`config.mk`:
```
export PLATFORM = sky130hd
export DESIGN_NAME = stereo_rms_level_meter_core
export DESIGN_NICKNAME = d
export VERILOG_FILES = /design/src/rtl/core/srlm_pkg.sv /design/src/rtl/core/stereo_rms_level_meter_core.sv
export SDC_FILE = /design/constraint.sdc
export NUM_CORES = 2
export LEC_CHECK = 0
export BUFFER_PORTS_ARGS = -buffer_cell sky130_fd_sc_hd__buf_2
export CAP_MARGIN = 10
export CORE_ASPECT_RATIO = 0.8
export CORE_MARGIN = 3
export CORE_UTILIZATION = 65
export DETAILED_ROUTE_END_ITERATION = 8
export PLACE_DENSITY = 0.83
export SYNTH_ARGS = -nofsm -noshare
export SYNTH_HDL_FRONTEND = slang
export SYNTH_SLANG_ARGS = --single-unit
export TNS_END_PERCENT = 20
```
`constraint.sdc`:
```
create_clock -name clk -period 12.35 [get_ports clk]
set_input_delay 1.235 -clock clk [delete_from_list [all_inputs] [get_ports clk]]
set_output_delay 1.235 -clock clk [all_outputs]
set_load 0.03 [all_outputs]
```
`src/rtl/core/srlm_pkg.sv`:
```
// Shared types and constants of the stereo RMS level meter core.
// Holds the sequencer state type, datapath widths and register indexes.
// No dependencies.
package srlm_pkg;

    localparam int SAMPLE_W  = 16;
    localparam int SUM_W     = 42;
    localparam int COUNT_W   = 13;
    localparam int ACC_W     = 32;
    localparam int LEVEL_W   = 16;
    localparam int SCALED_W  = 17;
    localparam int CFG_W     = 17;
    localparam int CFG_IDX_W = 2;
    localparam int DIV_W     = SUM_W + 1;
    localparam int DIVISOR_W = 16;
    localparam int STEP_W    = 6;
    localparam int ROOT_W    = 16;
    localparam int SREM_W    = 20;
    localparam int MUL_A_W   = 17;
    localparam int MUL_B_W   = 32;
    localparam int MUL_P_W   = MUL_A_W + MUL_B_W;
    localparam int PSUM_W    = 50;

    localparam logic [CFG_IDX_W-1:0] REG_ALPHA     = 2'd0;
    localparam logic [CFG_IDX_W-1:0] REG_FULLSCALE = 2'd1;
    localparam logic [CFG_IDX_W-1:0] REG_THRESHOLD = 2'd2;

    localparam logic [15:0] ALPHA_RST     = 16'd4588;
    localparam logic [15:0] FULLSCALE_RST = 16'd1966;
    localparam logic [16:0] THRESHOLD_RST = 17'd52429;

    localparam logic [SCALED_W-1:0] SCALED_ONE = 17'h10000;

    typedef enum logic [8:0] {
        ST_IDLE    = 9'b000000001,
        ST_SQ_L    = 9'b000000010,
        ST_SQ_R    = 9'b000000100,
        ST_DIV_MS  = 9'b000001000,
        ST_ROOT    = 9'b000010000,
        ST_MUL_OLD = 9'b000100000,
        ST_MUL_NEW = 9'b001000000,
        ST_DIV_SC  = 9'b010000000,
        ST_FINISH  = 9'b100000000
    } state_t;

endpackage

```
`src/rtl/core/stereo_rms_level_meter_core.sv`:
```
// Stereo RMS level meter core: frame accumulator, shared divider, root unit
// and smoothing multiplier under one sequencer.
// Depends on srlm_pkg.
//
// Usage:
//   s_* channel carries one stereo frame per transfer: s_tdata holds the left
//   sample in bits 15:0 and the right sample in bits 31:16 (signed Q1.15);
//   s_tlast marks the final frame of a buffer. A buffer also closes when it
//   reaches MAX_FRAMES frames.
//   m_* channel carries one result per closed buffer: smoothed level (Q0.16),
//   scaled level min(1, level/full_scale) (Q1.16) and the loud flag in m_tuser.
//   cfg_* writes alpha, full scale and loud threshold; write only while idle.
// Sequencing:
//   A frame that does not close a buffer goes through the transfer and then
//   two passes through the shared 17x32 multiplier, one per channel.
//   A closing frame runs the squaring of both channels, 43 steps of the
//   bit-serial divider for the mean square, 16 root steps, 2 multiplier
//   passes for the smoothing, 43 more divider steps for the scaled level and
//   a final state that loads the output register.
// Reset clears the running sum, frame count and smoothed level and restores
// the register defaults. A result waits in the output register while the
// receiver stalls; the core keeps taking frames meanwhile and holds only when
// the next result is done and the output register is still full.
module stereo_rms_level_meter_core #(
    parameter int MAX_FRAMES = 256
) (
    input  logic        clk,
    input  logic        rst_n,
    input  logic        s_tvalid,
    output logic        s_tready,
    input  logic [31:0] s_tdata,    // [15:0] left_sample, [31:16] right_sample
    input  logic        s_tlast,    // last_frame
    output logic        m_tvalid,
    input  logic        m_tready,
    output logic [39:0] m_tdata,    // [15:0] smoothed_level, [32:16] scaled_level, zero pad
    output logic        m_tuser,    // loud
    input  logic        cfg_wen,
    input  logic [1:0]  cfg_index,
    input  logic [16:0] cfg_wdata
);

    localparam logic [srlm_pkg::COUNT_W-1:0] FRAME_LIMIT = srlm_pkg::COUNT_W'(MAX_FRAMES);
    localparam logic [srlm_pkg::STEP_W-1:0] DIV_LAST  = srlm_pkg::STEP_W'(srlm_pkg::DIV_W - 1);
    localparam logic [srlm_pkg::STEP_W-1:0] ROOT_LAST = srlm_pkg::STEP_W'(srlm_pkg::ROOT_W - 1);

    srlm_pkg::state_t state_reg, state_next;

    // Configuration registers
    logic [15:0] alpha_reg;
    logic [15:0] fullscale_reg;
    logic [16:0] threshold_reg;

    // Captured frame
    logic [srlm_pkg::SAMPLE_W-1:0] left_reg, left_next;
    logic [srlm_pkg::SAMPLE_W-1:0] right_reg, right_next;
    logic                          last_reg, last_next;

    // Architectural state
    logic [srlm_pkg::SUM_W-1:0]   square_sum_reg, square_sum_next;
    logic [srlm_pkg::COUNT_W-1:0] frame_count_reg, frame_count_next;
    logic [srlm_pkg::ACC_W-1:0]   acc_reg, acc_next;

    // Divider and root unit
    logic [srlm_pkg::DIV_W-1:0]     quo_reg, quo_next;
    logic [srlm_pkg::DIVISOR_W-1:0] rem_reg, rem_next;
    logic [srlm_pkg::DIVISOR_W-1:0] divisor_reg, divisor_next;
    logic [srlm_pkg::STEP_W-1:0]    step_reg, step_next;
    logic [srlm_pkg::ROOT_W-1:0]    root_reg, root_next;
    logic [srlm_pkg::SREM_W-1:0]    srem_reg, srem_next;
    logic [srlm_pkg::PSUM_W-1:0]    psum_reg, psum_next;

    // Output register
    logic                           out_valid_reg, out_valid_next;
    logic [srlm_pkg::LEVEL_W-1:0]   out_level_reg, out_level_next;
    logic [srlm_pkg::SCALED_W-1:0]  out_scaled_reg, out_scaled_next;
    logic                           out_loud_reg, out_loud_next;

    // Shared multiplier
    logic [srlm_pkg::MUL_A_W-1:0] mul_a;
    logic [srlm_pkg::MUL_B_W-1:0] mul_b;
    logic [srlm_pkg::MUL_P_W-1:0] mul_p;

    logic signed [srlm_pkg::SAMPLE_W-1:0] half_left, half_right;
    logic [srlm_pkg::SAMPLE_W-1:0] mag_left, mag_right;

    logic [srlm_pkg::DIVISOR_W:0]   div_trial, div_diff;
    logic                           div_ge;
    logic [srlm_pkg::SREM_W-1:0]    sq_shift, sq_trial;
    logic                           sq_ge;

    logic [srlm_pkg::SUM_W-1:0]     sum_total;
    logic [srlm_pkg::COUNT_W-1:0]   count_total;
    logic [srlm_pkg::PSUM_W-1:0]    smooth_total;
    logic [srlm_pkg::SCALED_W-1:0]  scaled_sat;
    logic                           out_free;

    // Halve each sample with floor, then take the magnitude for squaring
    assign half_left  = $signed(left_reg) >>> 1;
    assign half_right = $signed(right_reg) >>> 1;
    assign mag_left   = half_left[15]  ? 16'(-half_left)  : 16'(half_left);
    assign mag_right  = half_right[15] ? 16'(-half_right) : 16'(half_right);

    // Operand select for the one multiplier
    always_comb
    begin
        mul_a = '0;
        mul_b = '0;
        case (state_reg)
            srlm_pkg::ST_SQ_L:
            begin
                mul_a = {1'b0, mag_left};
                mul_b = {16'd0, mag_left};
            end
            srlm_pkg::ST_SQ_R:
            begin
                mul_a = {1'b0, mag_right};
                mul_b = {16'd0, mag_right};
            end
            srlm_pkg::ST_MUL_OLD:
            begin
                mul_a = 17'h10000 - {1'b0, alpha_reg};
                mul_b = acc_reg;
            end
            srlm_pkg::ST_MUL_NEW:
            begin
                mul_a = {1'b0, alpha_reg};
                mul_b = {16'd0, root_reg};
            end
            default:
            begin
                mul_a = '0;
                mul_b = '0;
            end
        endcase
    end

    assign mul_p = mul_a * mul_b;

    // Restoring divide step: one quotient bit per cycle
    assign div_trial = {rem_reg, quo_reg[srlm_pkg::DIV_W-1]};
    assign div_diff  = div_trial - {1'b0, divisor_reg};
    assign div_ge    = div_trial >= {1'b0, divisor_reg};

    // Digit-by-digit root step: two radicand bits per cycle
    assign sq_shift = {srem_reg[srlm_pkg::SREM_W-3:0], quo_reg[31:30]};
    assign sq_trial = {2'b00, root_reg, 2'b01};
    assign sq_ge    = sq_shift >= sq_trial;

    assign sum_total    = square_sum_reg + mul_p[srlm_pkg::SUM_W-1:0];
    assign count_total  = frame_count_reg + 13'd1;
    assign smooth_total = psum_reg + {mul_p[33:0], 16'd0};
    assign scaled_sat   = (quo_reg > 43'd65536) ? srlm_pkg::SCALED_ONE
                                                : quo_reg[srlm_pkg::SCALED_W-1:0];
    assign out_free     = !out_valid_reg || m_tready;

    always_comb
    begin
        state_next       = state_reg;
        left_next        = left_reg;
        right_next       = right_reg;
        last_next        = last_reg;
        square_sum_next  = square_sum_reg;
        frame_count_next = frame_count_reg;
        acc_next         = acc_reg;
        quo_next         = quo_reg;
        rem_next         = rem_reg;
        divisor_next     = divisor_reg;
        step_next        = step_reg;
        root_next        = root_reg;
        srem_next        = srem_reg;
        psum_next        = psum_reg;
        out_valid_next   = out_valid_reg && !m_tready;
        out_level_next   = out_level_reg;
        out_scaled_next  = out_scaled_reg;
        out_loud_next    = out_loud_reg;

        case (state_reg)
            srlm_pkg::ST_IDLE:
            begin
                if (s_tvalid)
                begin
                    left_next  = s_tdata[15:0];
                    right_next = s_tdata[31:16];
                    last_next  = s_tlast;
                    state_next = srlm_pkg::ST_SQ_L;
                end
            end
            srlm_pkg::ST_SQ_L:
            begin
                square_sum_next = sum_total;
                state_next      = srlm_pkg::ST_SQ_R;
            end
            srlm_pkg::ST_SQ_R:
            begin
                if (last_reg || count_total >= FRAME_LIMIT)
                begin
                    // Close the buffer: divide 2*sum by the frame count
                    quo_next         = {sum_total, 1'b0};
                    divisor_next     = 16'(count_total);
                    rem_next         = '0;
                    step_next        = DIV_LAST;
                    square_sum_next  = '0;
                    frame_count_next = '0;
                    state_next       = srlm_pkg::ST_DIV_MS;
                end
                else
                begin
                    square_sum_next  = sum_total;
                    frame_count_next = count_total;
                    state_next       = srlm_pkg::ST_IDLE;
                end
            end
            srlm_pkg::ST_DIV_MS, srlm_pkg::ST_DIV_SC:
            begin
                rem_next  = div_ge ? div_diff[srlm_pkg::DIVISOR_W-1:0]
                                   : div_trial[srlm_pkg::DIVISOR_W-1:0];
                quo_next  = {quo_reg[srlm_pkg::DIV_W-2:0], div_ge};
                step_next = step_reg - 6'd1;
                if (step_reg == '0)
                begin
                    if (state_reg == srlm_pkg::ST_DIV_MS)
                    begin
                        root_next  = '0;
                        srem_next  = '0;
                        step_next  = ROOT_LAST;
                        state_next = srlm_pkg::ST_ROOT;
                    end
                    else
                    begin
                        state_next = srlm_pkg::ST_FINISH;
                    end
                end
            end
            srlm_pkg::ST_ROOT:
            begin
                srem_next = sq_ge ? (sq_shift - sq_trial) : sq_shift;
                root_next = {root_reg[srlm_pkg::ROOT_W-2:0], sq_ge};
                quo_next  = {quo_reg[srlm_pkg::DIV_W-3:0], 2'b00};
                step_next = step_reg - 6'd1;
                if (step_reg == '0)
                begin
                    state_next = srlm_pkg::ST_MUL_OLD;
                end
            end
            srlm_pkg::ST_MUL_OLD:
            begin
                psum_next  = srlm_pkg::PSUM_W'(mul_p);
                state_next = srlm_pkg::ST_MUL_NEW;
            end
            srlm_pkg::ST_MUL_NEW:
            begin
                // Fold in the new RMS, then divide level<<16 by full scale
                acc_next     = smooth_total[47:16];
                quo_next     = {11'd0, smooth_total[47:32], 16'd0};
                divisor_next = (fullscale_reg == '0) ? 16'd1 : fullscale_reg;
                rem_next     = '0;
                step_next    = DIV_LAST;
                state_next   = srlm_pkg::ST_DIV_SC;
            end
            srlm_pkg::ST_FINISH:
            begin
                if (out_free)
                begin
                    out_valid_next  = 1'b1;
                    out_level_next  = acc_reg[31:16];
                    out_scaled_next = scaled_sat;
                    out_loud_next   = scaled_sat > threshold_reg;
                    state_next      = srlm_pkg::ST_IDLE;
                end
            end
            default:
            begin
                state_next = srlm_pkg::ST_IDLE;
            end
        endcase
    end

    always_ff @(posedge clk or negedge rst_n)
    begin
        if (!rst_n)
        begin
            state_reg       <= srlm_pkg::ST_IDLE;
            alpha_reg       <= srlm_pkg::ALPHA_RST;
            fullscale_reg   <= srlm_pkg::FULLSCALE_RST;
            threshold_reg   <= srlm_pkg::THRESHOLD_RST;
            square_sum_reg  <= '0;
            frame_count_reg <= '0;
            acc_reg         <= '0;
            out_valid_reg   <= 1'b0;
        end
        else
        begin
            state_reg       <= state_next;
            square_sum_reg  <= square_sum_next;
            frame_count_reg <= frame_count_next;
            acc_reg         <= acc_next;
            out_valid_reg   <= out_valid_next;
            if (cfg_wen)
            begin
                case (cfg_index)
                    srlm_pkg::REG_ALPHA:     alpha_reg     <= cfg_wdata[15:0];
                    srlm_pkg::REG_FULLSCALE: fullscale_reg <= cfg_wdata[15:0];
                    srlm_pkg::REG_THRESHOLD: threshold_reg <= cfg_wdata;
                    default:                 ;
                endcase
            end
        end
    end

    // Payload registers need no reset
    always_ff @(posedge clk)
    begin
        left_reg       <= left_next;
        right_reg      <= right_next;
        last_reg       <= last_next;
        quo_reg        <= quo_next;
        rem_reg        <= rem_next;
        divisor_reg    <= divisor_next;
        step_reg       <= step_next;
        root_reg       <= root_next;
        srem_reg       <= srem_next;
        psum_reg       <= psum_next;
        out_level_reg  <= out_level_next;
        out_scaled_reg <= out_scaled_next;
        out_loud_reg   <= out_loud_next;
    end

    assign s_tready = (state_reg == srlm_pkg::ST_IDLE);
    assign m_tvalid = out_valid_reg;
    assign m_tdata  = {7'd0, out_scaled_reg, out_level_reg};
    assign m_tuser  = out_loud_reg;

`ifndef SYNTHESIS
    // Frame count never reaches the buffer limit between frames
    assert property (@(posedge clk) disable iff (!rst_n)
        frame_count_reg < FRAME_LIMIT)
        else $error("frame count reached buffer limit");

    // Scaled level saturates at one
    assert property (@(posedge clk) disable iff (!rst_n)
        m_tvalid |-> (m_tdata[32:16] <= srlm_pkg::SCALED_ONE))
        else $error("scaled level above one");

    // Smoothed accumulator stays within the RMS range
    assert property (@(posedge clk) disable iff (!rst_n)
        acc_reg <= 32'h8000_0000)
        else $error("smoothed level out of range");

    // A finished result is never dropped while the output is stalled
    assert property (@(posedge clk) disable iff (!rst_n)
        (state_reg == srlm_pkg::ST_FINISH && out_valid_reg && !m_tready)
        |=> (state_reg == srlm_pkg::ST_FINISH))
        else $error("result left the sequencer while output was full");
`endif

endmodule
```
# After elaboration in Yosys (flattened, before gate mapping)
# Index checks and enable logic that the tools add are counted.
op_classes:
  reduce_logical: 24
  n_lt_le_gt_ge: 5
  add_sub_neg: 9
  n_mul: 1
  n_eq_ne: 17
  mux: 36
ops:
  columns: ["operator", "n"]
  rows:
  - ["$pmux W43 S4", 1]
  - ["$mux W16", 8]
  - ["$pmux W32 S4", 1]
  - ["$pmux W42 S2", 1]
  - ["$pmux W9 S8", 1]
  - ["$pmux W17 S4", 1]
  - ["$pmux W16 S2", 2]
  - ["$mux W18", 3]
  - ["$add A48 B48 Y48", 1]
  - ["$mul A17 B32 Y48", 1]
  - ["$pmux W16 S3", 1]
  - ["$mux W9", 5]
  - ["$gt A43 B17 Y1 const B", 1]
  - ["$mux W43", 1]
  - ["$add A42 B42 Y42", 1]
  - ["$mux W42", 1]
  - ["$pmux W18 S2", 1]
  - ["$neg A15 Y16", 2]
  - ["$pmux W6 S4", 1]
  - ["$ge A20 B18 Y1", 1]
  - ["$mux W6", 3]
  - ["$sub A18 B18 Y18", 1]
  - ["$ge A17 B16 Y1", 1]
  - ["$gt A17 B17 Y1", 1]
  - ["34 further kinds", 51]
totals:
  wordCells: 113
  ff_bits: 376

# Logic depth before layout (Yosys ltp)
logic_depth:
  ltp_word: 7
  mapped_depth: 47
  mapped_depth_nobuf: 43

# Worst setup path after synthesis
# OpenSTA, ideal clock, no wires.
synth_timing:
  path_type: "reg-to-reg"
  from: "register state_reg[7]"
  to: "register quo_reg[41] (netlist name), data pin"
  path_buffers: 3
  stages_incl_launch_ff: 41
  setup_ns: 0.254
  period_less_slack_ns: 10.106
  arrival_ns: 9.852
  path_slack_ns: 2.244
  t_required_ns: 12.096
  path_cell_list: "dfrtp_1 > nor3_1 > nand2_1 > or3_1 > or3b_2 > clkbuf_1 > o22ai_1 > a211o_1 > buf_2 > buf_1 > nand2_1 > fa_1 > fa_1 > fa_1 > fa_1 > inv_1 > fa_1 > inv_1 > [... 5 more ...] > a21oi_1 > nand2b_1 > a21o_1 > a21bo_2 > o31a_1 > a21oi_1 > o21bai_1 > xor2_1 > ha_1 > and3_1 > and4_1 > a211o_1 > o211a_1 > nor3_1 > o211ai_1 > a221oi_1 > xnor2_1 > a21o_1"
synth_via:
  elab_chain_len: 6
  elab_cells_between_ends: 14
  classes_between: "add/sub: 1; mul: 1; eq/ne: 7; mux: 4; reduce/logical: 1"
synth_rtl:
  columns: ["element", "line", "source"]
  rows:
  - ["from (decl)", "stereo_rms_level_meter_core.sv:46", "srlm_pkg::state_t state_reg, state_next;"]
  - ["from (signal assigned)", "stereo_rms_level_meter_core.sv:282", "state_reg <= srlm_pkg::ST_IDLE;"]
  - ["from (signal assigned)", "stereo_rms_level_meter_core.sv:293", "state_reg <= state_next;"]
  - ["$eq A9 B7 Y1 (tied with other cells)", "stereo_rms_level_meter_core.sv:108", "case (state_reg)"]
  - ["$pmux W17 S4 or $pmux W32 S4 (tied branches)", "stereo_rms_level_meter_core.sv:108", null]
  - ["$mul A17 B32 Y48 (*)", "stereo_rms_level_meter_core.sv:137", "assign mul_p = mul_a * mul_b;"]
  - ["named net mul_p (one bit)", "stereo_rms_level_meter_core.sv:81", "logic [srlm_pkg::MUL_P_W-1:0] mul_p;"]
  - ["$add A42 B42 Y42 (*)", "stereo_rms_level_meter_core.sv:149", "assign sum_total = square_sum_reg + mul_p[srlm_pkg::SUM_W-1:0];"]
  - ["$mux W43 (*)", "stereo_rms_level_meter_core.sv:195", "if (last_reg || count_total >= FRAME_LIMIT)"]
  - ["$pmux W43 S4 (*)", "stereo_rms_level_meter_core.sv:177", "case (state_reg)"]
  - ["named net quo_next (one bit)", "stereo_rms_level_meter_core.sv:64", "logic [srlm_pkg::DIV_W-1:0] quo_reg, quo_next;"]
  - ["to (signal assigned)", "stereo_rms_level_meter_core.sv:316", "quo_reg <= quo_next;"]
  - ["to (decl)", "stereo_rms_level_meter_core.sv:64", null]
# Mark *: on every way through the listed nets, which the timed path passes. The rest lies on a longest branch. The select of a mux whose other input is x is not followed.
# A chain may end at the register's enable or synchronous reset.

# Worst setup path in the final report
layout_timing:
  from: "register state_reg[7]"
  to: "register quo_reg[42] (netlist name), data pin"
# The elaborated chain is that of the path after synthesis.

==> metrics <==
Clock Latency Late Sink=~0.56 ns; Synth Area in Adders=0.3198; critical path depth in cells=38; Peak VDD IR=about 0.12 mV; final hold violation count=0; asr flop ratio synth=0.4078; DRT iter0 DRCs=just over 4000; Synth Area per Inst=between 9 and 10 µm²; Seq pwr share=0.391; main combinational cell family by area after synthesis=adder cells; global-route wire length before repair=177.8 mm; Post-synth EDFFs=approximately 210; Synth Area in Compound Gates=0.1239; most used cell, CP=fa_1; gr ovfl total=0; CP max FO=45; most common cell after layout, fill and taps aside=inv_1; DRC viols=0; Initial Utilization=0.6635; Setup crit start kind=flop; Clock Sinks=between 300 and 400; Worst-path clk slew=~0.070 ns; worst rel slew slack=0.1580; vias per inst=around 6.4; post-synthesis cell count=roughly 4100; wirelength, routed=around 110 mm; FP Rows=approximately 80; multiplexer share of the synthesized area=0.02268; Hold EP=square_sum_reg[3]; multi-input logic area=between 20000 and 30000 µm²; Power Internal=~2.4 mW; most frequent cells in the layout=inv_1 (625), nand2_1 (572), fa_1 (451); MaxCap Viol Count=0; setup TNS=0 ns; Pins Over Slew Limit=0; Total Power=slightly below 4 mW; delay-heaviest family, CP=adder cells; Die Ht=222.3 µm; Final period util=0.9648; final worst setup slack=~0.43 ns; r2r setup slk=around 0.43 ns; number of global-route vias before repair=31180; run status=finished, final reports clean; setup violators final=0; Critical Path Start=state_reg[7]; WS Path Type=reg -> reg; Die W=about 280 µm; delay of the slowest critical-path stage=0.71 ns; share of cells above drive strength 1=0.09052; post-DP HPWL=around 90 mm; Reg2Reg Depth=38; Main synth FF type=edfxtp_1; Seq/Total Area, Yosys=0.2644; HP Class=reg -> reg; Layout Skew=roughly 0.022 ns; post-route ant nets=0; max reg flops=43; DR pass1 iterations=9; Comb power frac=0.339; DIE AREA=about 61000 µm²; post-route insts no fill=about 4900; largest net degree at the start of global routing=77; slowest CP cell=or3b_2; Net count, final=around 5000; register bit total from synthesis=between 300 and 400; clock share of power=0.270; Req. time, crit path=about 13 ns; FF-to-FF End=quo_reg[42]; H-tree Lvls=2; Hold Buf Count CTS=0; number of port buffers=90; Yosys warnings=0; Clock Path Buffers=3; Layout area overhead=7.120%; Fillers=around 4200; Routed wire per std cell=about 23 µm; gpl congestion=roughly 1.1; IO Pins=100; fmax=approximately 84 MHz; post-route cell area=40710 µm²; Psw=between 1.5 and 2 mW; Synth cell types=between 80 and 90; worst path arrival time=between 10 and 15 ns; Synth Area in XOR/XNOR=0.04046; CTS Buf Count=34; Placed Cells=a little under 5000; Placed Area=a little under 40000 µm²; crit path buf inv count=7; simple logic cell fraction of the synthesized area=0.1478; Sw Ratio=0.3886; Mapped Area=38010 µm²; GRT Util Overall=0.3754; leak pwr=just under 20 nW; hold depth=2; Final min period=11.92 ns; PwrDens=97.14 nW/µm²; Core Footprint=57290 µm²; r2r startpoint=state_reg[7]; Min Hold Slack=between 0.4 and 0.5 ns; CTS tree=done; Worst-Margin Slew=around 1.3 ns; Root Buffer=clkbuf_16; Register Area=between 10000 and 15000 µm²; hold_sp=square_sum_reg[3]; Setup crit end kind=flop; initial antenna violation count=5; RSZ-0062 raised after global routing=no; worst slack, placed=approximately 0.83 ns; via count=31270; Layout Utilization=0.7107
kinds of logic (layout without fill, tap and decap cells):
| family | Yosys count | in the layout |
|---|---|---|
| AO/OA/AOI/OAI | 696 | 696 |
| other | 1 | 8 |
| buffers and inverters | 799 | 882 |
| flip-flops | 358 | 358 |
| adder cells (fa/ha/maj) | 701 | 701 |
| multiplexers | 80 | 80 |
| XOR/XNOR | 174 | 174 |
| AND/OR/NAND/NOR | 1256 | 1256 |
cell usage after synthesis, types with 42 or more instances:
| cell type | number | area, µm² |
|---|---|---|
| inv_1 | 626 | 2350 |
| nand2_1 | 572 | 2147 |
| fa_1 | 451 | 9029 |
| nor2_1 | 317 | 1190 |
| ha_1 | 250 | 3128 |
| edfxtp_1 | 212 | 6366 |
| a21oi_1 | 151 | 755.7 |
| o21ai_0 | 140 | 700.7 |
| clkbuf_1 | 124 | 465.5 |
| dfrtp_1 | 121 | 3028 |
| xnor2_1 | 101 | 884.6 |
| xor2_1 | 72 | 630.6 |
| and2_1 | 69 | 431.7 |
| a21o_1 | 65 | 488.0 |
| mux2_2 | 49 | 551.8 |
| nor3_1 | 46 | 230.2 |
| nand3_1 | 42 | 210.2 |
tightest hold or removal path, cell delays in order, from the launching register on:
cell and delay, ns:
dfrtp_1 0.35, nand2_1 0.05, o21ai_0 0.06
power groups by stage:
stage / logic [mW] / registers [mW] / clock network [mW]
6_report: 1.34 / 1.54 / 1.07
5_1_grt: 1.43 / 1.55 / 1.12
4_1_cts: 1.29 / 1.54 / 1.07
3_5_place_dp: 1.28 / 1.56 / 0
3_3_place_gp: 1.25 / 1.55 / 0
2_1_floorplan: 0.825 / 1.51 / 0
worst max-delay path by stage:
stage	slack, ns	to
after floorplan	2.24	quo_reg[41]
after global placement	1.01	quo_reg[41]
after detailed placement	0.83	quo_reg[42]
after CTS	0.65	quo_reg[42]
after global routing	0.05	quo_reg[42]
final	0.43	quo_reg[42]
metal layers:
| layer | share of wire | vias up | global-route usage | routed length, µm |
|---|---|---|---|---|
| met5 | 0.00059 | - | 0 | 68 |
| met4 | 0.052 | 6 | 0.1592 | 5896 |
| met3 | 0.16 | 357 | 0.1337 | 18000 |
| met2 | 0.41 | 2042 | 0.5271 | 46590 |
| met1 | 0.38 | 15310 | 0.5294 | 43900 |
| li1 | - | 13550 | - | - |
final cells by class:
type / count / area share
Clock buffer: 45 / 0.02342
Antenna cell: 1 / 0.00006146
Clock inverter: 17 / 0.003626
Timing Repair Buffer: 194 / 0.03039
Sequential cell: 358 / 0.2469
Multi-Input combinational cell: 2914 / 0.6146
Inverter: 626 / 0.05771
Tap cell: 760 / 0.02336
what timing repair did:
action	4_1_cts	5_1_grt
buffers inserted	0	0
gates resized for setup	0	1
endpoints found under the setup margin	0	1
Power figures use the tool's default switching activity.
